`config.mk`:
```
export PLATFORM = sky130hd
export DESIGN_NAME = crt_ctrl
export DESIGN_NICKNAME = d
export VERILOG_FILES = /design/src/rtl/core/crt_pkg.sv /design/src/rtl/core/crt_ctrl.sv
export SDC_FILE = /design/constraint.sdc
export NUM_CORES = 1
export LEC_CHECK = 0
export BUFFER_PORTS_ARGS = -buffer_cell sky130_fd_sc_hd__buf_2
export CAP_MARGIN = 20
export CORE_UTILIZATION = 40
export CTS_CLUSTER_DIAMETER = 150
export DETAILED_ROUTE_END_ITERATION = 8
export HOLD_SLACK_MARGIN = 0.08
export MAX_ROUTING_LAYER = met4
export PLACE_DENSITY = 0.63
export REMOVE_ABC_BUFFERS = 1
export SETUP_SLACK_MARGIN = 0.05
export SLEW_MARGIN = 20
export SYNTH_ARGS = -nofsm -noshare
export SYNTH_HDL_FRONTEND = slang
export SYNTH_SLANG_ARGS = --single-unit
```
`constraint.sdc`:
```
create_clock -name i_clk -period 3.5 [get_ports i_clk]
set_input_delay 0.7 -clock i_clk [delete_from_list [all_inputs] [get_ports i_clk]]
set_output_delay 0.7 -clock i_clk [all_outputs]
set_load 0.1 [all_outputs]
```
`src/rtl/core/crt_pkg.sv`:
```
// Shared types and constants of the CRT congruence solver.
`timescale 1ns / 1ps
package crt_pkg;

    // Field widths
    localparam int unsigned WORD_W   = 32;
    localparam int unsigned STAT_W   = 2;
    localparam int unsigned IN_DW    = 64;
    localparam int unsigned OUT_DW   = 72;
    localparam int unsigned COEF_W   = 34;

    // Status codes
    localparam logic [STAT_W-1:0] ST_OK  = 2'd0;
    localparam logic [STAT_W-1:0] ST_NC  = 2'd1;
    localparam logic [STAT_W-1:0] ST_OVF = 2'd2;

    // Datapath commands
    typedef enum logic [4:0] {
        OP_NONE,
        OP_STORE,
        OP_PROD,
        OP_SOLVE_INIT,
        OP_SET_NC,
        OP_GCD_INIT,
        OP_GCD_DIV,
        OP_GCD_STEP,
        OP_COF_DIV,
        OP_R0_DIV,
        OP_INV_INIT,
        OP_EU_DIV,
        OP_EU_MUL,
        OP_EU_STEP,
        OP_FIX1,
        OP_FIX2,
        OP_T1_DIV,
        OP_T1_MUL,
        OP_T2_DIV,
        OP_T2_MUL,
        OP_T3_DIV,
        OP_ACC,
        OP_OUT
    } t_op;

    // Controller states
    typedef enum logic [4:0] {
        S_IDLE,
        S_PROD,
        S_SOLVE,
        S_CHK_FETCH,
        S_CHK_ZERO,
        S_GCD_TEST,
        S_GCD_DIV,
        S_GCD_STEP,
        S_POST,
        S_SUM_FETCH,
        S_COF_DIV,
        S_R0_DIV,
        S_INV_INIT,
        S_EU_TEST,
        S_EU_MUL,
        S_EU_STEP,
        S_FIX1,
        S_FIX2,
        S_T1_DIV,
        S_T1_MUL,
        S_T2_DIV,
        S_T2_MUL,
        S_T3_DIV,
        S_ACC,
        S_OUT,
        S_WAIT
    } t_state;

    // Datapath status back to the controller
    typedef struct packed {
        logic div_busy;
        logic out_busy;
        logic mod_i_zero;
        logic a_one;
        logic b_zero;
        logic ovf;
    } t_dp_status;

endpackage

```
`src/rtl/core/crt_ctrl.sv`:
```
// Controller: sequences storage, coprimality checks and the CRT sum.
`timescale 1ns / 1ps
module crt_ctrl
    import crt_pkg::*;
#(
    parameter int unsigned MAX_CONGRUENCES = 8,
    parameter int unsigned IW = 3,
    parameter int unsigned CW = 4
)(
    input  logic          i_clk,
    input  logic          i_rst_n,
    input  logic          i_s_tvalid,
    input  logic          i_s_tlast,
    input  t_dp_status    i_status,
    output logic          o_s_tready,
    output t_op           o_op,
    output logic [IW-1:0] o_wr_addr,
    output logic [IW-1:0] o_rd_i,
    output logic [IW-1:0] o_rd_j
);

    t_state        r_state, n_state;
    t_state        r_ret, n_ret;
    logic [CW-1:0] r_i, n_i;
    logic [CW-1:0] r_j, n_j;
    logic [CW-1:0] r_n, n_n;
    logic          r_last, n_last;

    always_ff @(posedge i_clk) begin
        if (!i_rst_n) begin
            r_state <= S_IDLE;
            r_ret   <= S_IDLE;
            r_i     <= '0;
            r_j     <= '0;
            r_n     <= '0;
            r_last  <= 1'b0;
        end else begin
            r_state <= n_state;
            r_ret   <= n_ret;
            r_i     <= n_i;
            r_j     <= n_j;
            r_n     <= n_n;
            r_last  <= n_last;
        end
    end

    // next state and commands
    always_comb begin
        n_state    = r_state;
        n_ret      = r_ret;
        n_i        = r_i;
        n_j        = r_j;
        n_n        = r_n;
        n_last     = r_last;
        o_op       = OP_NONE;
        o_s_tready = 1'b0;
        case (r_state)
            S_IDLE: begin
                o_s_tready = 1'b1;
                if (i_s_tvalid) begin
                    n_last = i_s_tlast;
                    if (r_n < CW'(MAX_CONGRUENCES)) begin
                        o_op    = OP_STORE;
                        n_n     = r_n + CW'(1);
                        n_state = S_PROD;
                    end else if (i_s_tlast) begin
                        n_state = S_SOLVE;
                    end
                end
            end
            S_PROD: begin
                o_op    = OP_PROD;
                n_state = r_last ? S_SOLVE : S_IDLE;
            end
            S_SOLVE: begin
                o_op    = OP_SOLVE_INIT;
                n_i     = '0;
                n_j     = CW'(1);
                n_state = S_CHK_FETCH;
            end
            S_CHK_FETCH: n_state = S_CHK_ZERO;
            S_CHK_ZERO: begin
                if (i_status.mod_i_zero) begin
                    o_op    = OP_SET_NC;
                    n_state = S_OUT;
                end else if (r_j < r_n) begin
                    o_op    = OP_GCD_INIT;
                    n_state = S_GCD_TEST;
                end else if ((r_i + CW'(1)) < r_n) begin
                    n_i     = r_i + CW'(1);
                    n_j     = r_i + CW'(2);
                    n_state = S_CHK_FETCH;
                end else begin
                    n_state = S_POST;
                end
            end
            S_GCD_TEST: begin
                if (i_status.b_zero) begin
                    if (!i_status.a_one) begin
                        o_op    = OP_SET_NC;
                        n_state = S_OUT;
                    end else begin
                        n_j     = r_j + CW'(1);
                        n_state = S_CHK_FETCH;
                    end
                end else begin
                    n_state = S_GCD_DIV;
                end
            end
            S_GCD_DIV: begin
                o_op    = OP_GCD_DIV;
                n_ret   = S_GCD_STEP;
                n_state = S_WAIT;
            end
            S_GCD_STEP: begin
                o_op    = OP_GCD_STEP;
                n_state = S_GCD_TEST;
            end
            S_POST: begin
                if (i_status.ovf) begin
                    n_state = S_OUT;
                end else begin
                    n_i     = '0;
                    n_state = S_SUM_FETCH;
                end
            end
            S_SUM_FETCH: n_state = S_COF_DIV;
            S_COF_DIV: begin
                o_op    = OP_COF_DIV;
                n_ret   = S_R0_DIV;
                n_state = S_WAIT;
            end
            S_R0_DIV: begin
                o_op    = OP_R0_DIV;
                n_ret   = S_INV_INIT;
                n_state = S_WAIT;
            end
            S_INV_INIT: begin
                o_op    = OP_INV_INIT;
                n_state = S_EU_TEST;
            end
            S_EU_TEST: begin
                if (i_status.b_zero) begin
                    n_state = S_FIX1;
                end else begin
                    o_op    = OP_EU_DIV;
                    n_ret   = S_EU_MUL;
                    n_state = S_WAIT;
                end
            end
            S_EU_MUL: begin
                o_op    = OP_EU_MUL;
                n_state = S_EU_STEP;
            end
            S_EU_STEP: begin
                o_op    = OP_EU_STEP;
                n_state = S_EU_TEST;
            end
            S_FIX1: begin
                o_op    = OP_FIX1;
                n_state = S_FIX2;
            end
            S_FIX2: begin
                o_op    = OP_FIX2;
                n_state = S_T1_DIV;
            end
            S_T1_DIV: begin
                o_op    = OP_T1_DIV;
                n_ret   = S_T1_MUL;
                n_state = S_WAIT;
            end
            S_T1_MUL: begin
                o_op    = OP_T1_MUL;
                n_state = S_T2_DIV;
            end
            S_T2_DIV: begin
                o_op    = OP_T2_DIV;
                n_ret   = S_T2_MUL;
                n_state = S_WAIT;
            end
            S_T2_MUL: begin
                o_op    = OP_T2_MUL;
                n_state = S_T3_DIV;
            end
            S_T3_DIV: begin
                o_op    = OP_T3_DIV;
                n_ret   = S_ACC;
                n_state = S_WAIT;
            end
            S_ACC: begin
                o_op = OP_ACC;
                n_i  = r_i + CW'(1);
                n_state = ((r_i + CW'(1)) < r_n) ? S_SUM_FETCH : S_OUT;
            end
            S_OUT: begin
                if (!i_status.out_busy) begin
                    o_op    = OP_OUT;
                    n_n     = '0;
                    n_state = S_IDLE;
                end
            end
            S_WAIT: begin
                if (!i_status.div_busy) begin
                    n_state = r_ret;
                end
            end
            default: n_state = S_IDLE;
        endcase
    end

    assign o_wr_addr = r_n[IW-1:0];
    assign o_rd_i    = r_i[IW-1:0];
    assign o_rd_j    = r_j[IW-1:0];

    // a wait always follows a divider start
    assert property (@(posedge i_clk) disable iff (!i_rst_n)
        (r_state == S_WAIT && $past(r_state) != S_WAIT) |-> i_status.div_busy)
        else $error("wait entered without a running division");

    assert property (@(posedge i_clk) disable iff (!i_rst_n)
        r_n <= CW'(MAX_CONGRUENCES))
        else $error("entry count beyond store depth");

    assert property (@(posedge i_clk) disable iff (!i_rst_n)
        (o_op == OP_OUT) |-> !i_status.out_busy)
        else $error("result word overwritten while stalled");

    assert property (@(posedge i_clk) disable iff (!i_rst_n)
        (o_op == OP_STORE) |=> (r_state == S_PROD))
        else $error("stored entry not multiplied in");

endmodule

```
# Word-level counts from Yosys, hierarchy flattened
# Cells that the tools add are included.
# totals
reg_bits,23
# op_classes
addsub,4
order_cmp,3
eq_ne,37
n_mux,42
reduce_logical,13
# ops
operator,count
$pmux 5 s22,1
$pmux 5 s20,1
$mux 4,16
$mux 5,12
$eq 5x5->1 const B,10
$eq 5x4->1 const B,8
$pmux 5 s7,1
$ne 2x2->1 const B,11
$eq 5x3->1 const B,4
$pmux 4 s4,1
$add 4x1->4 const B,3
$mux 3,4
$pmux 4 s3,1
$eq 5x2->1 const B,2
$lt 4x4->1,2
$pmux 4 s2,1
$reduce_and 4->1,2
$reduce_bool 7->1,1
$reduce_and 6->1,1
$reduce_or 6->1,1
$eq 5x1->1 const B,1
$logic_not 5->1,1
$reduce_and 5->1,1
$add 4x2->4 const B,1
other kinds (9),12

# Depth between registers and ports, before layout
# logic_depth
depth_word,6
ltp_mapped,9
mapped_depth_nobuf,9

# Least setup slack after synthesis
# OpenSTA, ideal clock, no wires.
# synth_path
path_kind,reg2out
from,register r_state[4]
to,output o_op[3]
arrival_ps,3307
t_required_ps,2800
slack_ps,-507
path_stages_with_launch,5
path_cell_list,dfxtp_1 > clkbuf_1 > buf_2 > inv_1 > o32ai_1
# synth_via
elab_chain_len,2
elab_cells_between_ends,23
# synth_lines
item,line,source
"start, declared",crt_ctrl.sv:22,"t_state r_state, n_state;"
"start signal, assigned",crt_ctrl.sv:38,r_state <= n_state;
$eq 5x5->1 (tied with other cells),crt_ctrl.sv:57,case (r_state)
$pmux 5 s22 (*),crt_ctrl.sv:57,
"end, declared",crt_ctrl.sv:16,"output t_op o_op,"
# Every way passes the cells marked *; elsewhere a longest branch is shown, timed or not.

# Worst setup path in the final report
# layout_path
from,register r_n[1]
to,output o_op[2]
# layout_via
elab_chain_len,4
# layout_lines
item,line,source
"start, declared",crt_ctrl.sv:26,"logic [CW-1:0] r_n, n_n;"
"start signal, assigned",crt_ctrl.sv:42,r_n <= n_n;
$lt 4x4->1,crt_ctrl.sv:86,end else if (r_j < r_n) begin
$mux 3,crt_ctrl.sv:86,
$mux 3,crt_ctrl.sv:83,if (i_status.mod_i_zero) begin
$pmux 5 s22,crt_ctrl.sv:57,
# No other way between the ends.

==> qor.csv <==
stage,metric,value,unit
clock_network,root buf cell,clkbuf_8,
route,post-route ant nets,0,
place,Placed Cells,355,
clock_network,"CTS clk-pin slew, worst paths",100,ps
die,# rows,26,
clock_network,Max H-tree Level,1,
route,Avg Vias per Cell,6.14,
global_routing,vias in the first global route,1882,
clock_network,clk sinks,23,
place,port buffer count,24,
clock_network,post-cts sizing count,0,
clock_network,Post CTS Setup Buffer Count,0,
power_and_ir_drop,Sw Ratio,58.1,%
route,Vias,2204,
worst_setup_path,worst setup path start,r_n[1],
global_routing,gr usage total,23.2,%
route,DR WL/cell,17.1,um
global_routing,first-pass GRT wire length,9710,um
timing,number of setup violations in the final report,0,
clock_network,Skew-Pair Late Insertion Delay,280,ps
clock_network,TritonCTS clock tree,built,
logic_synthesis,fraction of registers with async set/reset,0,%
power_and_ir_drop,Seq pwr share,22.2,%
timing,fmax,0.316,GHz
die,die width,75.3,um
die,Ports,25,
layout,Final Net Count,310,
global_routing,initial antenna violation count,0,
route,First-pass DRT Iterations,5,
logic_synthesis,Mapped Area,2150,sq um
logic_synthesis,"count leader, synth",nor2_1,
timing,WHS,511,ps
timing,final worst path period need,3160,ps
logic_synthesis,Yosys top cell area share,21.4,%
clock_network,TritonCTS Buffers,3,
logic_synthesis,synth top area cells,"dfxtp_1, ha_1, nor2_1",
logic_synthesis,syn_area_per_cell,7.70,sq um
worst_setup_path,crit path DAT,2460,ps
timing,headroom to the max-slew limit,53.1,%
layout,area delta synth->final,7.80,%
power_and_ir_drop,P_sw,1000,uW
logic_synthesis,Post-synth top cells,"nor2_1, dfxtp_1, nand2_1",
die,Core Area,5140,sq um
logic_synthesis,YS warnings,0,
global_routing,total congestion overflow,0,
die,initial core utilization,41.8,%
timing,Final Hold Violating Endpoints,0,
worst_setup_path,Worst setup SP type,flip-flop,
power_and_ir_drop,Leak,0.000940,uW
route,drt total wl,6130,um
worst_setup_path,Critical Path RT,2800,ps
worst_hold_path,Worst Hold Launch,r_ret[3],
timing,Pins Over Slew Limit,0,
place,DP HPWL,4540,um
power_and_ir_drop,worst vdd ir,570,uV
power_and_ir_drop,P_int,723,uW
flow_run,# Max-Cap Violations,0,
layout,Antenna Cells,0,
timing,worst-margin pin slew,702,ps
timing,clk_skew,2.10,ps
logic_synthesis,cell taking the most area after synthesis,dfxtp_1,
worst_setup_path,CP max FO,9,
worst_hold_path,hold crit path type,flip-flop to flip-flop,
timing,RSZ-0062 raised after global routing,false,
power_and_ir_drop,combinational fraction of design power,66.8,%
clock_network,CTS Hold Bufs,0,
route,DRC errors left,0,
worst_setup_path,critical path type,flip-flop to output pin,
global_routing,maximum number of pins on one net before global-route repair,29,
worst_setup_path,worst r2r src,r_i[2],
die,Die H,75.3,um
place,Placer Congestion,0.945,
clock_network,CTS max path bufs,2,
layout,post-route insts no fill,359,
logic_synthesis,Most used DFF post-synth,dfxtp_1,
timing,fin crit share,90.3,%
logic_synthesis,"EDFF count, synth",0,
status,status,completed,
route,DRT iter0 DRCs,336,
die,die area,5670,sq um
layout,layout cell share with drive strength beyond 1,16.6,%
logic_synthesis,Cell variety after synth,71,
layout,Filler Cell Count,568,
logic_synthesis,Seq cells post-synth,23,
power_and_ir_drop,Clock power frac,11.0,%
power_and_ir_drop,power density cells,746,nW/um^2
worst_setup_path,Crit. End Element,output pin,
logic_synthesis,cells after synthesis,279,
logic_synthesis,register area share after synthesis,21.4,%
==> placed cells by master, fill, tap and decap left out, types with 6 or more instances in the layout <==
cell type and instances:
buf_2 24, o211ai_1 7, o21ai_0 16, nor2b_1 8, nand2_1 22, nor2_1 25
nand2b_1 10, a21oi_1 12, o22ai_1 6, dfxtp_1 23, buf_4 9, ha_1 10
nor3_1 8, inv_1 9
==> path summary, 6_finish.rpt <==
path	end	slack [ps]	cells past startpoint
max	o_op[2]	340	6
min	r_ret[3]	510	1
max reg2reg	r_i[1]	820	9
min reg2reg	r_ret[3]	510	1
==> stage by stage <==
step           setup TNS (ps)  total power, uW  util [%]  worst slack, ps  area, sq um
2_1_floorplan           -1310             1260         -             -572         1990
3_3_place_gp                0             1530      44.2              666         2270
3_5_place_dp                0             1520      44.2              653         2270
4_1_cts                     0             1710      45.1              328         2320
5_1_grt                     0             1820      45.1              127         2320
6_report                    0             1730      45.1              339         2320
==> critical path: stages (launching register included) <==
cell       delay [ps]
dfxtp_1           400
inv_1              80
ha_1              300
a2111oi_2         460
o31a_1            360
a221o_1           160
buf_2             420
==> cell families after synthesis <==
kind of cell               count (synthesis)  synth area share, %
DFF                                       23                 21.4
muxes                                      5                 2.33
xor gates and xnor gates                   8                 3.26
and+or+nand+nor                          101                 24.8
AOI/OAI and AO/OA                         93                 32.6
adders and majority gates                 12                 6.76
buffers and inverters                     37                 8.91
==> power by group through the flow <==
stage / sequential, uW / clock (uW) / combinational, uW
floorplan: 505 / 0 / 754
global placement: 384 / 0 / 1150
detailed placement: 384 / 0 / 1140
CTS: 378 / 190 / 1140
global route: 390 / 203 / 1230
finish: 383 / 190 / 1150
==> layer usage <==
metal,vias up,part of all wire [%],track usage (%)
met5,-,0,-
met4,0,1.7,6.58
met3,11,8.3,3.21
met2,114,42,32.6
met1,1020,48,34.0
li1,1059,-,-
==> registers in the layout, summed over array words and instances (netlist names) <==
| name | cells |
|---|---|
| r_state | 5 |
| r_n | 4 |
| r_i | 4 |
| r_ret | 5 |
| r_j | 4 |
| r_last | 1 |
==> final cells by class <==
class | count | area, sq um | area share (%)
Tap cell | 70 | 87.6 | 3.78
Timing Repair Buffer | 33 | 188 | 8.10
Clock inverter | 1 | 5.00 | 0.216
Multi-Input combinational cell | 219 | 1500 | 64.6
Inverter | 10 | 37.5 | 1.62
Clock buffer | 3 | 41.3 | 1.78
Sequential cell | 23 | 460 | 19.9
Note: power is estimated with default switching activity, not from simulation.
